**config.mk**
```make
export PLATFORM = sky130hd
export DESIGN_NAME = wbmp_type0_stream_decoder_top_flat
export DESIGN_NICKNAME = d
export VERILOG_FILES = /design/src/rtl/wbmp_pkg.sv /design/src/rtl/wbmp_channels.sv /design/src/rtl/wbmp_front.sv /design/src/rtl/wbmp_cmd_queue.sv /design/src/rtl/wbmp_expand.sv /design/src/rtl/wbmp_type0_stream_decoder_top.sv /design/src/flat_wrapper.sv
export SDC_FILE = /design/constraint.sdc
export NUM_CORES = 1
export LEC_CHECK = 0
export BUFFER_PORTS_ARGS = -buffer_cell sky130_fd_sc_hd__buf_2
export CAP_MARGIN = 20
export CORE_ASPECT_RATIO = 0.9
export CORE_MARGIN = 4
export CORE_UTILIZATION = 50
export CTS_CLUSTER_SIZE = 20
export DETAILED_ROUTE_END_ITERATION = 12
export PLACE_DENSITY = 0.67
export SETUP_SLACK_MARGIN = 0.1
export SYNTH_ARGS = -nofsm -noshare
export SYNTH_HDL_FRONTEND = slang
export SYNTH_SLANG_ARGS = --single-unit
```
**constraint.sdc**
```tcl
create_clock -name clock -period 18 [get_ports clock]
set_input_delay 2.7 -clock clock [delete_from_list [all_inputs] [get_ports clock]]
set_output_delay 2.7 -clock clock [all_outputs]
set_load 0.005 [all_outputs]
```
**src/rtl/wbmp_pkg.sv**
```systemverilog
`timescale 1ns / 1ps
// Shared types and codes for the WBMP type-0 stream decoder.
// No dependencies; the files that use it refer to it by scoped names.
package wbmp_pkg;

   // Result kinds
   localparam logic [1:0] KIND_PIXEL  = 2'd0;
   localparam logic [1:0] KIND_HEADER = 2'd1;
   localparam logic [1:0] KIND_ERROR  = 2'd2;

   // Error causes
   localparam logic [2:0] CAUSE_BAD_TYPE    = 3'd0;
   localparam logic [2:0] CAUSE_BAD_FIX     = 3'd1;
   localparam logic [2:0] CAUSE_WIDTH_OVF   = 3'd2;
   localparam logic [2:0] CAUSE_HEIGHT_OVF  = 3'd3;
   localparam logic [2:0] CAUSE_FAILED      = 3'd4;

   localparam logic [31:0] SIZE_OVF_MASK  = 32'hFE00_0000;
   localparam logic [7:0]  FIX_HDR_MASK   = 8'h9F;
   localparam logic [7:0]  TYPE_ZERO      = 8'h00;
   localparam logic [3:0]  MAX_RUN        = 4'd8;

   // One queued command: a header, an error or a run of pixels from one byte.
   typedef struct packed {
      logic [1:0]  kind;
      logic [7:0]  data_byte;
      logic [3:0]  count;
      logic [31:0] x_base;
      logic [31:0] y_row;
      logic [31:0] image_width;
      logic [31:0] image_height;
      logic [2:0]  cause;
      logic        end_of_image;
   } cmd_type;

endpackage

```
**src/rtl/wbmp_channels.sv**
```systemverilog
`timescale 1ns / 1ps
// Valid/ready channel interfaces for the request and response sides.
// No dependencies.
interface wbmp_req_if;
   logic       valid;
   logic       ready;
   logic [7:0] data_byte;
   logic       restart;

   modport source (output valid, output data_byte, output restart, input ready);
   modport sink   (input valid, input data_byte, input restart, output ready);
endinterface

interface wbmp_rsp_if;
   logic        valid;
   logic        ready;
   logic [1:0]  kind;
   logic        pixel_white;
   logic [31:0] pixel_x;
   logic [31:0] pixel_y;
   logic [31:0] image_width;
   logic [31:0] image_height;
   logic [2:0]  error_cause;
   logic        end_of_image;
   logic        last_of_run;

   modport source (output valid, output kind, output pixel_white, output pixel_x,
                   output pixel_y, output image_width, output image_height,
                   output error_cause, output end_of_image, output last_of_run,
                   input ready);
   modport sink   (input valid, input kind, input pixel_white, input pixel_x,
                   input pixel_y, input image_width, input image_height,
                   input error_cause, input end_of_image, input last_of_run,
                   output ready);
endinterface

```
**src/rtl/wbmp_front.sv**
```systemverilog
`timescale 1ns / 1ps
// Front end: takes file bytes, tracks the header and row position, and
// queues one command per byte that yields results. Depends on wbmp_pkg and wbmp_channels.
module wbmp_front (
   input  logic               clock,
   input  logic               reset,
   wbmp_req_if.sink           req,
   input  logic               queue_full,
   output logic               push,
   output wbmp_pkg::cmd_type  push_cmd
);

   localparam logic [2:0] PH_TYPE   = 3'd0;
   localparam logic [2:0] PH_FIX    = 3'd1;
   localparam logic [2:0] PH_WIDTH  = 3'd2;
   localparam logic [2:0] PH_HEIGHT = 3'd3;
   localparam logic [2:0] PH_DATA   = 3'd4;
   localparam logic [2:0] PH_DONE   = 3'd5;
   localparam logic [2:0] PH_FAILED = 3'd6;

   logic [2:0]  phase_ff, phase_in, phase_cur;
   logic [31:0] width_ff, width_in, width_cur;
   logic [31:0] height_ff, height_in, height_cur;
   logic [31:0] col_ff, col_in, col_cur;
   logic [31:0] row_ff, row_in, row_cur;
   logic        fire;
   logic        want_push;
   logic [31:0] acc_w, acc_h, left;
   logic [3:0]  run_len;
   logic        row_end, img_end, empty;

   assign req.ready = !queue_full;
   assign fire      = req.valid && !queue_full;
   assign push      = fire && want_push;

   always_comb begin
      // A restart clears the state before this byte is parsed.
      phase_cur  = req.restart ? PH_TYPE : phase_ff;
      width_cur  = req.restart ? 32'd0 : width_ff;
      height_cur = req.restart ? 32'd0 : height_ff;
      col_cur    = req.restart ? 32'd0 : col_ff;
      row_cur    = req.restart ? 32'd0 : row_ff;

      acc_w   = {width_cur[24:0], 7'd0} + {25'd0, req.data_byte[6:0]};
      acc_h   = {height_cur[24:0], 7'd0} + {25'd0, req.data_byte[6:0]};
      left    = width_cur - col_cur;
      run_len = (left < 32'd8) ? left[3:0] : wbmp_pkg::MAX_RUN;
      row_end = (left <= 32'd8);
      img_end = row_end && ((row_cur + 32'd1) == height_cur);
      empty   = (width_cur == 32'd0) || (acc_h == 32'd0);

      phase_in  = phase_cur;
      width_in  = width_cur;
      height_in = height_cur;
      col_in    = col_cur;
      row_in    = row_cur;
      want_push = 1'b0;
      push_cmd  = '0;

      case (phase_cur)
         PH_TYPE: begin
            if (req.data_byte != wbmp_pkg::TYPE_ZERO) begin
               want_push      = 1'b1;
               push_cmd.kind  = wbmp_pkg::KIND_ERROR;
               push_cmd.cause = wbmp_pkg::CAUSE_BAD_TYPE;
               phase_in       = PH_FAILED;
            end else begin
               phase_in = PH_FIX;
            end
         end
         PH_FIX: begin
            if ((req.data_byte & wbmp_pkg::FIX_HDR_MASK) != 8'd0) begin
               want_push      = 1'b1;
               push_cmd.kind  = wbmp_pkg::KIND_ERROR;
               push_cmd.cause = wbmp_pkg::CAUSE_BAD_FIX;
               phase_in       = PH_FAILED;
            end else begin
               phase_in = PH_WIDTH;
            end
         end
         PH_WIDTH: begin
            if ((width_cur & wbmp_pkg::SIZE_OVF_MASK) != 32'd0) begin
               want_push      = 1'b1;
               push_cmd.kind  = wbmp_pkg::KIND_ERROR;
               push_cmd.cause = wbmp_pkg::CAUSE_WIDTH_OVF;
               phase_in       = PH_FAILED;
            end else begin
               width_in = acc_w;
               if (!req.data_byte[7]) begin
                  phase_in = PH_HEIGHT;
               end
            end
         end
         PH_HEIGHT: begin
            if ((height_cur & wbmp_pkg::SIZE_OVF_MASK) != 32'd0) begin
               want_push      = 1'b1;
               push_cmd.kind  = wbmp_pkg::KIND_ERROR;
               push_cmd.cause = wbmp_pkg::CAUSE_HEIGHT_OVF;
               phase_in       = PH_FAILED;
            end else begin
               height_in = acc_h;
               if (!req.data_byte[7]) begin
                  want_push             = 1'b1;
                  push_cmd.kind         = wbmp_pkg::KIND_HEADER;
                  push_cmd.image_width  = width_cur;
                  push_cmd.image_height = acc_h;
                  push_cmd.end_of_image = empty;
                  col_in                = 32'd0;
                  row_in                = 32'd0;
                  phase_in              = empty ? PH_DONE : PH_DATA;
               end
            end
         end
         PH_DATA: begin
            want_push             = 1'b1;
            push_cmd.kind         = wbmp_pkg::KIND_PIXEL;
            push_cmd.data_byte    = req.data_byte;
            push_cmd.count        = run_len;
            push_cmd.x_base       = col_cur;
            push_cmd.y_row        = row_cur;
            push_cmd.end_of_image = img_end;
            if (row_end) begin
               col_in = 32'd0;
               row_in = row_cur + 32'd1;
               if (img_end) begin
                  phase_in = PH_DONE;
               end
            end else begin
               col_in = col_cur + {28'd0, run_len};
            end
         end
         PH_FAILED: begin
            want_push      = 1'b1;
            push_cmd.kind  = wbmp_pkg::KIND_ERROR;
            push_cmd.cause = wbmp_pkg::CAUSE_FAILED;
         end
         default: begin
            // Image done (or the unused code): the byte is dropped.
         end
      endcase
   end

   always_ff @(posedge clock) begin
      if (reset) begin
         phase_ff  <= PH_TYPE;
         width_ff  <= 32'd0;
         height_ff <= 32'd0;
         col_ff    <= 32'd0;
         row_ff    <= 32'd0;
      end else if (fire) begin
         phase_ff  <= phase_in;
         width_ff  <= width_in;
         height_ff <= height_in;
         col_ff    <= col_in;
         row_ff    <= row_in;
      end
   end

endmodule

```
**src/rtl/wbmp_cmd_queue.sv**
```systemverilog
`timescale 1ns / 1ps
// Short command queue between the front end and the expander.
// Depends on wbmp_pkg for the command type.
module wbmp_cmd_queue #(
   parameter int DEPTH = 2
) (
   input  logic               clock,
   input  logic               reset,
   input  logic               push,
   input  wbmp_pkg::cmd_type  push_cmd,
   input  logic               pop,
   output logic               full,
   output logic               head_valid,
   output wbmp_pkg::cmd_type  head_cmd
);

   localparam int PW = (DEPTH > 1) ? $clog2(DEPTH) : 1;
   localparam int CW = $clog2(DEPTH + 1);

   wbmp_pkg::cmd_type entry_ff [DEPTH];
   logic [PW-1:0] wr_ptr_ff, wr_ptr_in;
   logic [PW-1:0] rd_ptr_ff, rd_ptr_in;
   logic [CW-1:0] count_ff, count_in;
   logic          do_push, do_pop;

   assign full       = (count_ff == CW'(DEPTH));
   assign head_valid = (count_ff != '0);
   assign head_cmd   = entry_ff[rd_ptr_ff];
   assign do_push    = push && !full;
   assign do_pop     = pop && head_valid;

   always_comb begin
      wr_ptr_in = wr_ptr_ff;
      rd_ptr_in = rd_ptr_ff;
      count_in  = count_ff;
      if (do_push) begin
         wr_ptr_in = (wr_ptr_ff == PW'(DEPTH - 1)) ? '0 : wr_ptr_ff + 1'b1;
      end
      if (do_pop) begin
         rd_ptr_in = (rd_ptr_ff == PW'(DEPTH - 1)) ? '0 : rd_ptr_ff + 1'b1;
      end
      if (do_push && !do_pop) begin
         count_in = count_ff + 1'b1;
      end else if (do_pop && !do_push) begin
         count_in = count_ff - 1'b1;
      end
   end

   always_ff @(posedge clock) begin
      if (reset) begin
         wr_ptr_ff <= '0;
         rd_ptr_ff <= '0;
         count_ff  <= '0;
      end else begin
         wr_ptr_ff <= wr_ptr_in;
         rd_ptr_ff <= rd_ptr_in;
         count_ff  <= count_in;
      end
   end

   always_ff @(posedge clock) begin
      if (do_push) begin
         entry_ff[wr_ptr_ff] <= push_cmd;
      end
   end

endmodule

```
**src/rtl/wbmp_expand.sv**
```systemverilog
`timescale 1ns / 1ps
// Back end: turns the command at the queue head into result items, one per cycle while
// the output is not stalled, into a registered output stage. Depends on wbmp_pkg and wbmp_channels.
module wbmp_expand (
   input  logic               clock,
   input  logic               reset,
   input  logic               head_valid,
   input  wbmp_pkg::cmd_type  head_cmd,
   output logic               pop,
   wbmp_rsp_if.source         rsp
);

   logic [2:0]  idx_ff, idx_in;
   logic        out_valid_ff, out_valid_in;
   logic [1:0]  kind_ff;
   logic        white_ff;
   logic [31:0] x_ff, y_ff, w_ff, h_ff;
   logic [2:0]  cause_ff;
   logic        eoi_ff, last_ff;
   logic        advance, is_pixel, last;

   assign advance  = head_valid && (!out_valid_ff || rsp.ready);
   assign is_pixel = (head_cmd.kind == wbmp_pkg::KIND_PIXEL);
   // Headers and errors are single items; a pixel run ends at its count.
   assign last     = !is_pixel || (({1'b0, idx_ff} + 4'd1) == head_cmd.count);
   assign pop      = advance && last;

   always_comb begin
      idx_in = idx_ff;
      if (advance) begin
         idx_in = last ? 3'd0 : idx_ff + 3'd1;
      end
      out_valid_in = out_valid_ff;
      if (advance) begin
         out_valid_in = 1'b1;
      end else if (rsp.ready) begin
         out_valid_in = 1'b0;
      end
   end

   always_ff @(posedge clock) begin
      if (reset) begin
         idx_ff       <= 3'd0;
         out_valid_ff <= 1'b0;
      end else begin
         idx_ff       <= idx_in;
         out_valid_ff <= out_valid_in;
      end
   end

   always_ff @(posedge clock) begin
      if (advance) begin
         kind_ff  <= head_cmd.kind;
         white_ff <= is_pixel && head_cmd.data_byte[3'd7 - idx_ff];
         x_ff     <= is_pixel ? head_cmd.x_base + {29'd0, idx_ff} : 32'd0;
         y_ff     <= is_pixel ? head_cmd.y_row : 32'd0;
         w_ff     <= head_cmd.image_width;
         h_ff     <= head_cmd.image_height;
         cause_ff <= head_cmd.cause;
         eoi_ff   <= head_cmd.end_of_image && last;
         last_ff  <= last;
      end
   end

   assign rsp.valid        = out_valid_ff;
   assign rsp.kind         = kind_ff;
   assign rsp.pixel_white  = white_ff;
   assign rsp.pixel_x      = x_ff;
   assign rsp.pixel_y      = y_ff;
   assign rsp.image_width  = w_ff;
   assign rsp.image_height = h_ff;
   assign rsp.error_cause  = cause_ff;
   assign rsp.end_of_image = eoi_ff;
   assign rsp.last_of_run  = last_ff;

endmodule

```
**src/rtl/wbmp_type0_stream_decoder_top.sv**
```systemverilog
`timescale 1ns / 1ps
// Top level of the WBMP type-0 stream decoder: front end, command queue and
// expander. Depends on wbmp_pkg, wbmp_channels, wbmp_front, wbmp_cmd_queue,
// wbmp_expand.
//
//   channel   direction  handshake         carries
//   req_if    in         valid/ready       data_byte, restart
//   rsp_if    out        valid/ready       kind, pixel and header fields, error
//
// The front end takes one byte per cycle while the command queue has room.
// Header bytes yield no item, but for the last height byte (a header item) and a bad
// one (an error item); a pixel byte yields one to eight items, which the expander issues
// at one per cycle while the response is not stalled, limited by its single output port.
// Reset is synchronous and active high; there is no clearing pass.
// A stalled response holds its item while the queue keeps taking bytes until it is full.
module wbmp_type0_stream_decoder_top #(
   parameter int CMD_QUEUE_DEPTH = 2
) (
   input  logic       clock,
   input  logic       reset,
   wbmp_req_if.sink   req_if,
   wbmp_rsp_if.source rsp_if
);

   logic              q_full;
   logic              q_push;
   logic              q_pop;
   logic              q_head_valid;
   wbmp_pkg::cmd_type q_push_cmd;
   wbmp_pkg::cmd_type q_head_cmd;

   wbmp_front u_front (
      .clock      (clock),
      .reset      (reset),
      .req        (req_if),
      .queue_full (q_full),
      .push       (q_push),
      .push_cmd   (q_push_cmd)
   );

   wbmp_cmd_queue #(
      .DEPTH (CMD_QUEUE_DEPTH)
   ) u_queue (
      .clock      (clock),
      .reset      (reset),
      .push       (q_push),
      .push_cmd   (q_push_cmd),
      .pop        (q_pop),
      .full       (q_full),
      .head_valid (q_head_valid),
      .head_cmd   (q_head_cmd)
   );

   wbmp_expand u_expand (
      .clock      (clock),
      .reset      (reset),
      .head_valid (q_head_valid),
      .head_cmd   (q_head_cmd),
      .pop        (q_pop),
      .rsp        (rsp_if)
   );

endmodule
```
**src/flat_wrapper.sv**
```systemverilog
// flat-port wrapper written by rule: the top's interface ports become plain ports
module wbmp_type0_stream_decoder_top_flat 
#(
   parameter int CMD_QUEUE_DEPTH = 2
)
  (clock, reset, req_if_valid, req_if_data_byte, req_if_restart, req_if_ready, rsp_if_valid, rsp_if_kind, rsp_if_pixel_white, rsp_if_pixel_x, rsp_if_pixel_y, rsp_if_image_width, rsp_if_image_height, rsp_if_error_cause, rsp_if_end_of_image, rsp_if_last_of_run, rsp_if_ready);
  wbmp_req_if req_if_i ();
  wbmp_rsp_if rsp_if_i ();
  input  logic clock;
  input  logic reset;
  input wire logic [$bits(req_if_i.valid)-1:0] req_if_valid;
  input wire logic [$bits(req_if_i.data_byte)-1:0] req_if_data_byte;
  input wire logic [$bits(req_if_i.restart)-1:0] req_if_restart;
  output wire logic [$bits(req_if_i.ready)-1:0] req_if_ready;
  output wire logic [$bits(rsp_if_i.valid)-1:0] rsp_if_valid;
  output wire logic [$bits(rsp_if_i.kind)-1:0] rsp_if_kind;
  output wire logic [$bits(rsp_if_i.pixel_white)-1:0] rsp_if_pixel_white;
  output wire logic [$bits(rsp_if_i.pixel_x)-1:0] rsp_if_pixel_x;
  output wire logic [$bits(rsp_if_i.pixel_y)-1:0] rsp_if_pixel_y;
  output wire logic [$bits(rsp_if_i.image_width)-1:0] rsp_if_image_width;
  output wire logic [$bits(rsp_if_i.image_height)-1:0] rsp_if_image_height;
  output wire logic [$bits(rsp_if_i.error_cause)-1:0] rsp_if_error_cause;
  output wire logic [$bits(rsp_if_i.end_of_image)-1:0] rsp_if_end_of_image;
  output wire logic [$bits(rsp_if_i.last_of_run)-1:0] rsp_if_last_of_run;
  input wire logic [$bits(rsp_if_i.ready)-1:0] rsp_if_ready;
  assign req_if_i.valid = req_if_valid;
  assign req_if_i.data_byte = req_if_data_byte;
  assign req_if_i.restart = req_if_restart;
  assign req_if_ready = req_if_i.ready;
  assign rsp_if_valid = rsp_if_i.valid;
  assign rsp_if_kind = rsp_if_i.kind;
  assign rsp_if_pixel_white = rsp_if_i.pixel_white;
  assign rsp_if_pixel_x = rsp_if_i.pixel_x;
  assign rsp_if_pixel_y = rsp_if_i.pixel_y;
  assign rsp_if_image_width = rsp_if_i.image_width;
  assign rsp_if_image_height = rsp_if_i.image_height;
  assign rsp_if_error_cause = rsp_if_i.error_cause;
  assign rsp_if_end_of_image = rsp_if_i.end_of_image;
  assign rsp_if_last_of_run = rsp_if_i.last_of_run;
  assign rsp_if_i.ready = rsp_if_ready;
  wbmp_type0_stream_decoder_top #(.CMD_QUEUE_DEPTH(CMD_QUEUE_DEPTH)) u_core (.clock(clock), .reset(reset), .req_if(req_if_i), .rsp_if(rsp_if_i));
endmodule
```
# Word-level counts from Yosys, hierarchy flattened
# Memories as Yosys holds them, arrays and structs flattened. A register that Yosys moved wholly into a read port is not among the register bits.
# Cells that the tools add are included.
# Widths: inputs -> output; s select.
[word_totals]
ff_bits = 275
latch_bits = 0
ram_bits = 292
romBits = 0
out_inout_bits = 138
mem_count = 1
[memory_table]
columns = ["name", "depth", "word_bits", "read_ports", "rd_clocked_by_memory_dff", "wr", "line_no", "text"]
rows = [
  ["u_core.u_queue.entry_ff", 2, 146, 1, 1, 1, "wbmp_cmd_queue.sv:20", "wbmp_pkg::cmd_type entry_ff [DEPTH];"],
]
[op_classes]
add_sub_neg = 13
mul = 0
div_mod_pow = 0
order_cmp = 3
eq_ne = 8
n_shift = 0
n_mux = 64
bitwise = 0
reduce_logical = 31
[op_table]
columns = ["operator", "n"]
rows = [
  ["$mux 32", 14],
  ["$mux 64", 3],
  ["$pmux 32 s2", 2],
  ["$mux 76", 1],
  ["$add 32x7->32", 2],
  ["$logic_not 32->1", 2],
  ["$reduce_bool 32->1", 2],
  ["$add 32x1->32 const B", 1],
  ["$add 32x3->32", 1],
  ["$add 32x4->32", 1],
  ["$eq 32x32->1", 1],
  ["$le 32x4->1 const B", 1],
  ["$lt 32x4->1 const B", 1],
  ["$sub 32x32->32", 1],
  ["$mux 3", 10],
  ["$mux 1", 19],
  ["$mux 2", 8],
  ["$reduce_bool 8->1", 2],
  ["$pmux 3 s5", 1],
  ["$pmux 3 s4", 1],
  ["$logic_and 1x1->1", 11],
  ["$pmux 2 s5", 1],
  ["$eq 3x2->1 const B", 2],
  ["$eq 3x3->1 const B", 2],
  ["other kinds (20)", 29],
]

# Logic depth before layout (Yosys ltp)
[logic_depth]
ltp_word = 10
depth_mapped = 37
ltp_nobuf = 31

# Cells and area by module
# From an unflattened synthesis, not the netlist that was laid out.
[hier_totals]
hier_cells = 2307
area_unflattened_um2 = 27039.7
[modules_own_cells]
columns = ["module", "instances", "cells_each", "area_each_um2", "seq_area_each_um2"]
rows = [
  ["wbmp_cmd_queue", 1, 479, 10805.4, 8868.5],
  ["wbmp_front", 1, 1489, 10789.1, 2622.5],
  ["wbmp_expand", 1, 339, 5445.2, 4164.0],
]

# Least setup slack after synthesis
# No wires, ideal clock.
[synth_timing]
kind = "input port to flip-flop"
from = "input port req_if_restart"
to = "memory u_core.u_queue.entry_ff[0][0] (netlist name), enable pin"
arrival_ns = 11.461
t_required_ns = 17.329
slack_ns = 5.868
stages = 13
cell_sequence = "buf_2 > buf_4 > buf_4 > buf_4 > buf_2 > clkbuf_1 > buf_1 > buf_1 > o22ai_1 > o31ai_1 > a211oi_1 > a21oi_1 > nor2b_1"
[synth_via]
elab_chain_cells = 8
word_cells_on_any_way = 19
[synth_rtl]
columns = ["item", "line_no", "text"]
rows = [
  ["from (decl)", "flat_wrapper.sv:13", "input wire logic [$bits(req_if_i.restart)-1:0] req_if_restart;"],
  ["$mux 32, or another cell as far along", "wbmp_front.sv:40", "height_cur = req.restart ? 32'd0 : height_ff;"],
  ["$reduce_bool 32->1, or another cell as far along", "wbmp_front.sv:95", "if ((height_cur & wbmp_pkg::SIZE_OVF_MASK) != 32'd0) begin"],
  ["$mux 1, or another cell as far along", "wbmp_front.sv:95", ""],
  ["$pmux 1 s5 *", "wbmp_front.sv:60", "case (phase_cur)"],
  ["$logic_and 1x1->1 *", "wbmp_front.sv:34", "assign push = fire && want_push;"],
  ["$logic_and 1x1->1 *", "wbmp_cmd_queue.sv:29", "assign do_push = push && !full;"],
  ["named net u_core.u_queue.do_push", "wbmp_cmd_queue.sv:24", "logic do_push, do_pop;"],
  ["$mux 1 *", "wbmp_cmd_queue.sv:62", "if (do_push) begin"],
  ["$mux 1 (not written as such) *", "wbmp_cmd_queue.sv:63", "entry_ff[wr_ptr_ff] <= push_cmd;"],
  ["to (decl)", "wbmp_cmd_queue.sv:20", ""],
]
# Mark *: on every way through the listed nets, which the timed path passes. The rest lies on a longest branch.

# Worst setup path in the final report
[layout_timing]
from = "input port req_if_restart"
to = "register u_core.u_front.col_ff[30]"
[layout_via]
elab_chain_cells = 7
word_cells_on_any_way = 16
[layout_rtl]
columns = ["item", "line_no", "text"]
rows = [
  ["$mux 32, on equally long branches", "wbmp_front.sv:39, wbmp_front.sv:41", ""],
  ["$sub 32x32->32", "wbmp_front.sv:46", "left = width_cur - col_cur;"],
  ["$lt 32x4->1", "wbmp_front.sv:47", "run_len = (left < 32'd8) ? left[3:0] : wbmp_pkg::MAX_RUN;"],
  ["$mux 4", "wbmp_front.sv:47", ""],
  ["$add 32x4->32", "wbmp_front.sv:129", "col_in = col_cur + {28'd0, run_len};"],
  ["$mux 32", "wbmp_front.sv:122", "if (row_end) begin"],
  ["$pmux 32 s2 *", "wbmp_front.sv:60", ""],
  ["to (signal assigned)", "wbmp_front.sv:154", "col_ff <= col_in;"],
  ["to (decl)", "wbmp_front.sv:24", "logic [31:0] col_ff, col_in, col_cur;"],
]
# Every way passes the cells marked *; elsewhere a longest branch is shown, timed or not.
# A chain may end at the register's enable or synchronous reset.

==> out/summary.txt <==
routed wire length per instance: 23.8 um
Die Width: 253 um
Synth Area in XOR/XNOR: 0.0347
commonest register cell after synthesis: edfxtp_1
share of cells above drive strength 1: 0.160
CP top delay family: simple AND/OR/NAND/NOR gates
met2 Use GR: 0.370
ANT nets after route: 0
Slowest-stage cell, CP: buf_4
CTS tree: done
H-tree levels: 2
sequential cell area fraction in the yosys report: 0.581
Rows: 80
Max-slew headroom: 0.227
initial core utilization: 0.507
final number of setup-violating endpoints: 0
CP Class: in2reg
Worst VDD drop: 0.120 mV
via count: 19700
Resize count post-CTS: 0
Worst Path Buf+Inv: 4
simple-gate share of the synthesized area: 0.165
leakage power: 10.8 nW
worst stage delay on the critical path: 540 ps
1st-pass router iterations: 6
main combinational cell family by area after synthesis: simple AND/OR/NAND/NOR gates
Power Total: 3.83 mW
CTS Root Cell: clkbuf_16
critical path fanouts, max: 42
# DRC: 0
Max Cap Violations: 0
Post-Syn Area: 0.0270 mm2
final hold vios: 0
drt total wl: 76.1 mm
worst-skew pair later-pin latency: 640 ps
RSZ-0062 raised after global routing: no
CP endpoint kind: flip-flop
first-pass GRT wire length: 114 mm
Die Y-Extent: 228 um
Synth area leaders: edfxtp_1 (48%), dfxtp_1 (10%), nor2_1 (3.8%)
Compound-Gate Fraction of Synth Area: 0.115
commonest non-fill, non-tap cells in the layout: edfxtp_1 (428), nor2_1 (265), buf_2 (149), dfxtp_1 (139), a21oi_1 (129)
FFs w/ async S/R, synth: 0
Port Buffers: 150
post-synthesis net count: 2398
dpl cell area: 0.0283 mm2
I/O Pins: 151
DR iter-0 viols: 2508
Post-synth EDFFs: 428
Worst Tran Pin Value: 1150 ps
Cells after Synth: 2351
period utilization: 0.609
PwrDens: 127 mW/mm2
largest area contributor in the netlist: edfxtp_1
Period minus WS final: 10960 ps
Fin Setup TNS: 0 ps
largest net degree at the start of global routing: 85
placer's final routability congestion estimate: 0.937
met1 Use GR: 0.393
DP Wirelength: 53.7 mm
Yosys cell types: 99
area occupied by multi-input gates: 0.0106 mm2
initial antenna violation count: 0
vias per std cell: 6.15
sinks on the clock net: 568
Clock Pin Slew Worst Setup and Hold Paths: 60 ps
Fmax: 91.3 MHz
GR peak layer: met1
setup bufs post-CTS: 0
Final Util: 0.566
Inserted Clock Buffers: 56
Yosys reg bits: 568
Layout Cells excl Fill: 3202
die area: 0.0577 mm2
Reg area: 0.0157 mm2
GR Util met3: 0.0506
final instance area: 0.0301 mm2
startpoint types: input pin
gr ovfl total: 0
global-route usage over all layers: 0.256
vias in the first global route: 18600
Critical Path RT: 18480 ps
Worst EP arrival: 11430 ps
post-synth top area share: 0.477
clk_skew: 59.2 ps
Crit. Startpoint: req_if_restart
CTS max path bufs: 3
hold_buf cts: 0
hold path startpoint: u_core.u_front.col_ff[1]$_SDFFE_PP0P_
r2r startpoint: u_core.u_front.col_ff[16]$_SDFFE_PP0P_
commonest non-fill, non-tap cell in the layout: edfxtp_1
mux cell area share after synthesis: 0.0592
Area growth, synth to finish: 11.7%
Final Max Tran Viols: 0
placed cell count: 3095
# fillers: 4420
Avg Inst Size Synth: 11.5 um2
core area: 0.0532 mm2
Final nets: 2503
Hold Path Class: reg2reg
YS warnings: 0
outcome: finished clean
adder-cell share of the synthesized area: 0.0166
-- cells in the mapped netlist, types with 6 or more instances --
cell type  count
or4_1         11
or3_1         20
nand2_1      120
buf_4          6
a41oi_1        8
clkbuf_1      91
ha_1          31
and3_1        72
a211oi_1      16
and2_1        54
nand4_1       25
o31ai_1        8
o21a_1        10
nor2b_1       56
a211o_1        8
or2_2          7
nor2_1       271
a21o_1        18
a31oi_1       26
a221oi_1       7
dfxtp_1      140
inv_1         54
xor2_1        37
o211ai_1      13
buf_1         18
edfxtp_1     428
a21oi_1      129
mux2_2        73
nor3_1        68
a32oi_1       10
o21ai_0       44
nand2b_1      33
xnor2_1       61
buf_2         21
a311oi_1      18
mux2i_1       65
nand3_1       49
nor4_1        27
nor3b_1        8
a22oi_1       61
-- worst paths after layout --
kind | to | slack [ps] | depth (start not counted)
max | u_core.u_front.col_ff[30]$_SDFFE_PP0P_ | 7040 | 30
min | u_core.u_front.col_ff[1]$_SDFFE_PP0P_ | 460 | 2
max reg2reg | u_core.u_front.col_ff[30]$_SDFFE_PP0P_ | 10060 | 27
min reg2reg | u_core.u_front.col_ff[1]$_SDFFE_PP0P_ | 460 | 2
-- per-layer routing --
| layer | part of all wire | vias up |
|---|---|---|
| li1 | - | 9000 |
| met1 | 0.46 | 9668 |
| met2 | 0.43 | 877 |
| met3 | 0.085 | 137 |
| met4 | 0.029 | 0 |
| met5 | 0 | - |
-- stage by stage --
stage               setup slack [ps]  hold WS, ps
floorplan                       5870          430
CTS                             7250          460
detailed placement              6630          451
global placement                6800          444
finish                          7040          462
global route                    6540          482
-- registers in the layout, summed over array words and instances (netlist names), 2 cells and up, named ones only --
register and cells:
u_core.u_front.width_ff 32, u_core.u_expand.rsp.kind 2, u_core.u_expand.rsp.error_cause 3, u_core.u_queue.count_ff 2
u_core.u_expand.rsp.pixel_x 32, u_core.u_front.phase_ff 3, u_core.u_queue.entry_ff 292, u_core.u_front.height_ff 32
u_core.u_front.row_ff 32, u_core.u_expand.idx_ff 3, u_core.u_expand.rsp.image_height 32, u_core.u_expand.rsp.pixel_y 32
u_core.u_expand.rsp.image_width 32, u_core.u_front.col_ff 32
-- logic make-up after synthesis --
kind of cell,Yosys count
simple gates,864
flops,568
mux,144
xor+xnor,102
buf+inv,190
fa+ha+maj,34
compound gates,449
-- tightest hold or removal path, stage by stage, from the launching register on --
cell	delay [ps]
dfxtp_1	310
nand2_1	50
a21oi_1	50
-- power breakdown --
group | internal, mW | switching, mW | leakage [nW]
logic | 0.315 | 0.570 | 4.66
clock network | 0.631 | 0.500 | 0.873
registers | 1.74 | 0.0732 | 5.24
total | 2.69 | 1.14 | 10.8
-- cell type report --
cell class                 instances  share of cell area
clock buffer                      78              0.0513
clock inverter                    28             0.00798
antenna                            1           0.0000831
inverter                          54             0.00673
multi-input combinational       1593               0.352
tap                              697              0.0290
sequential                       568               0.520
timing repair buffer             183              0.0333
Power figures use the tool's default switching activity.
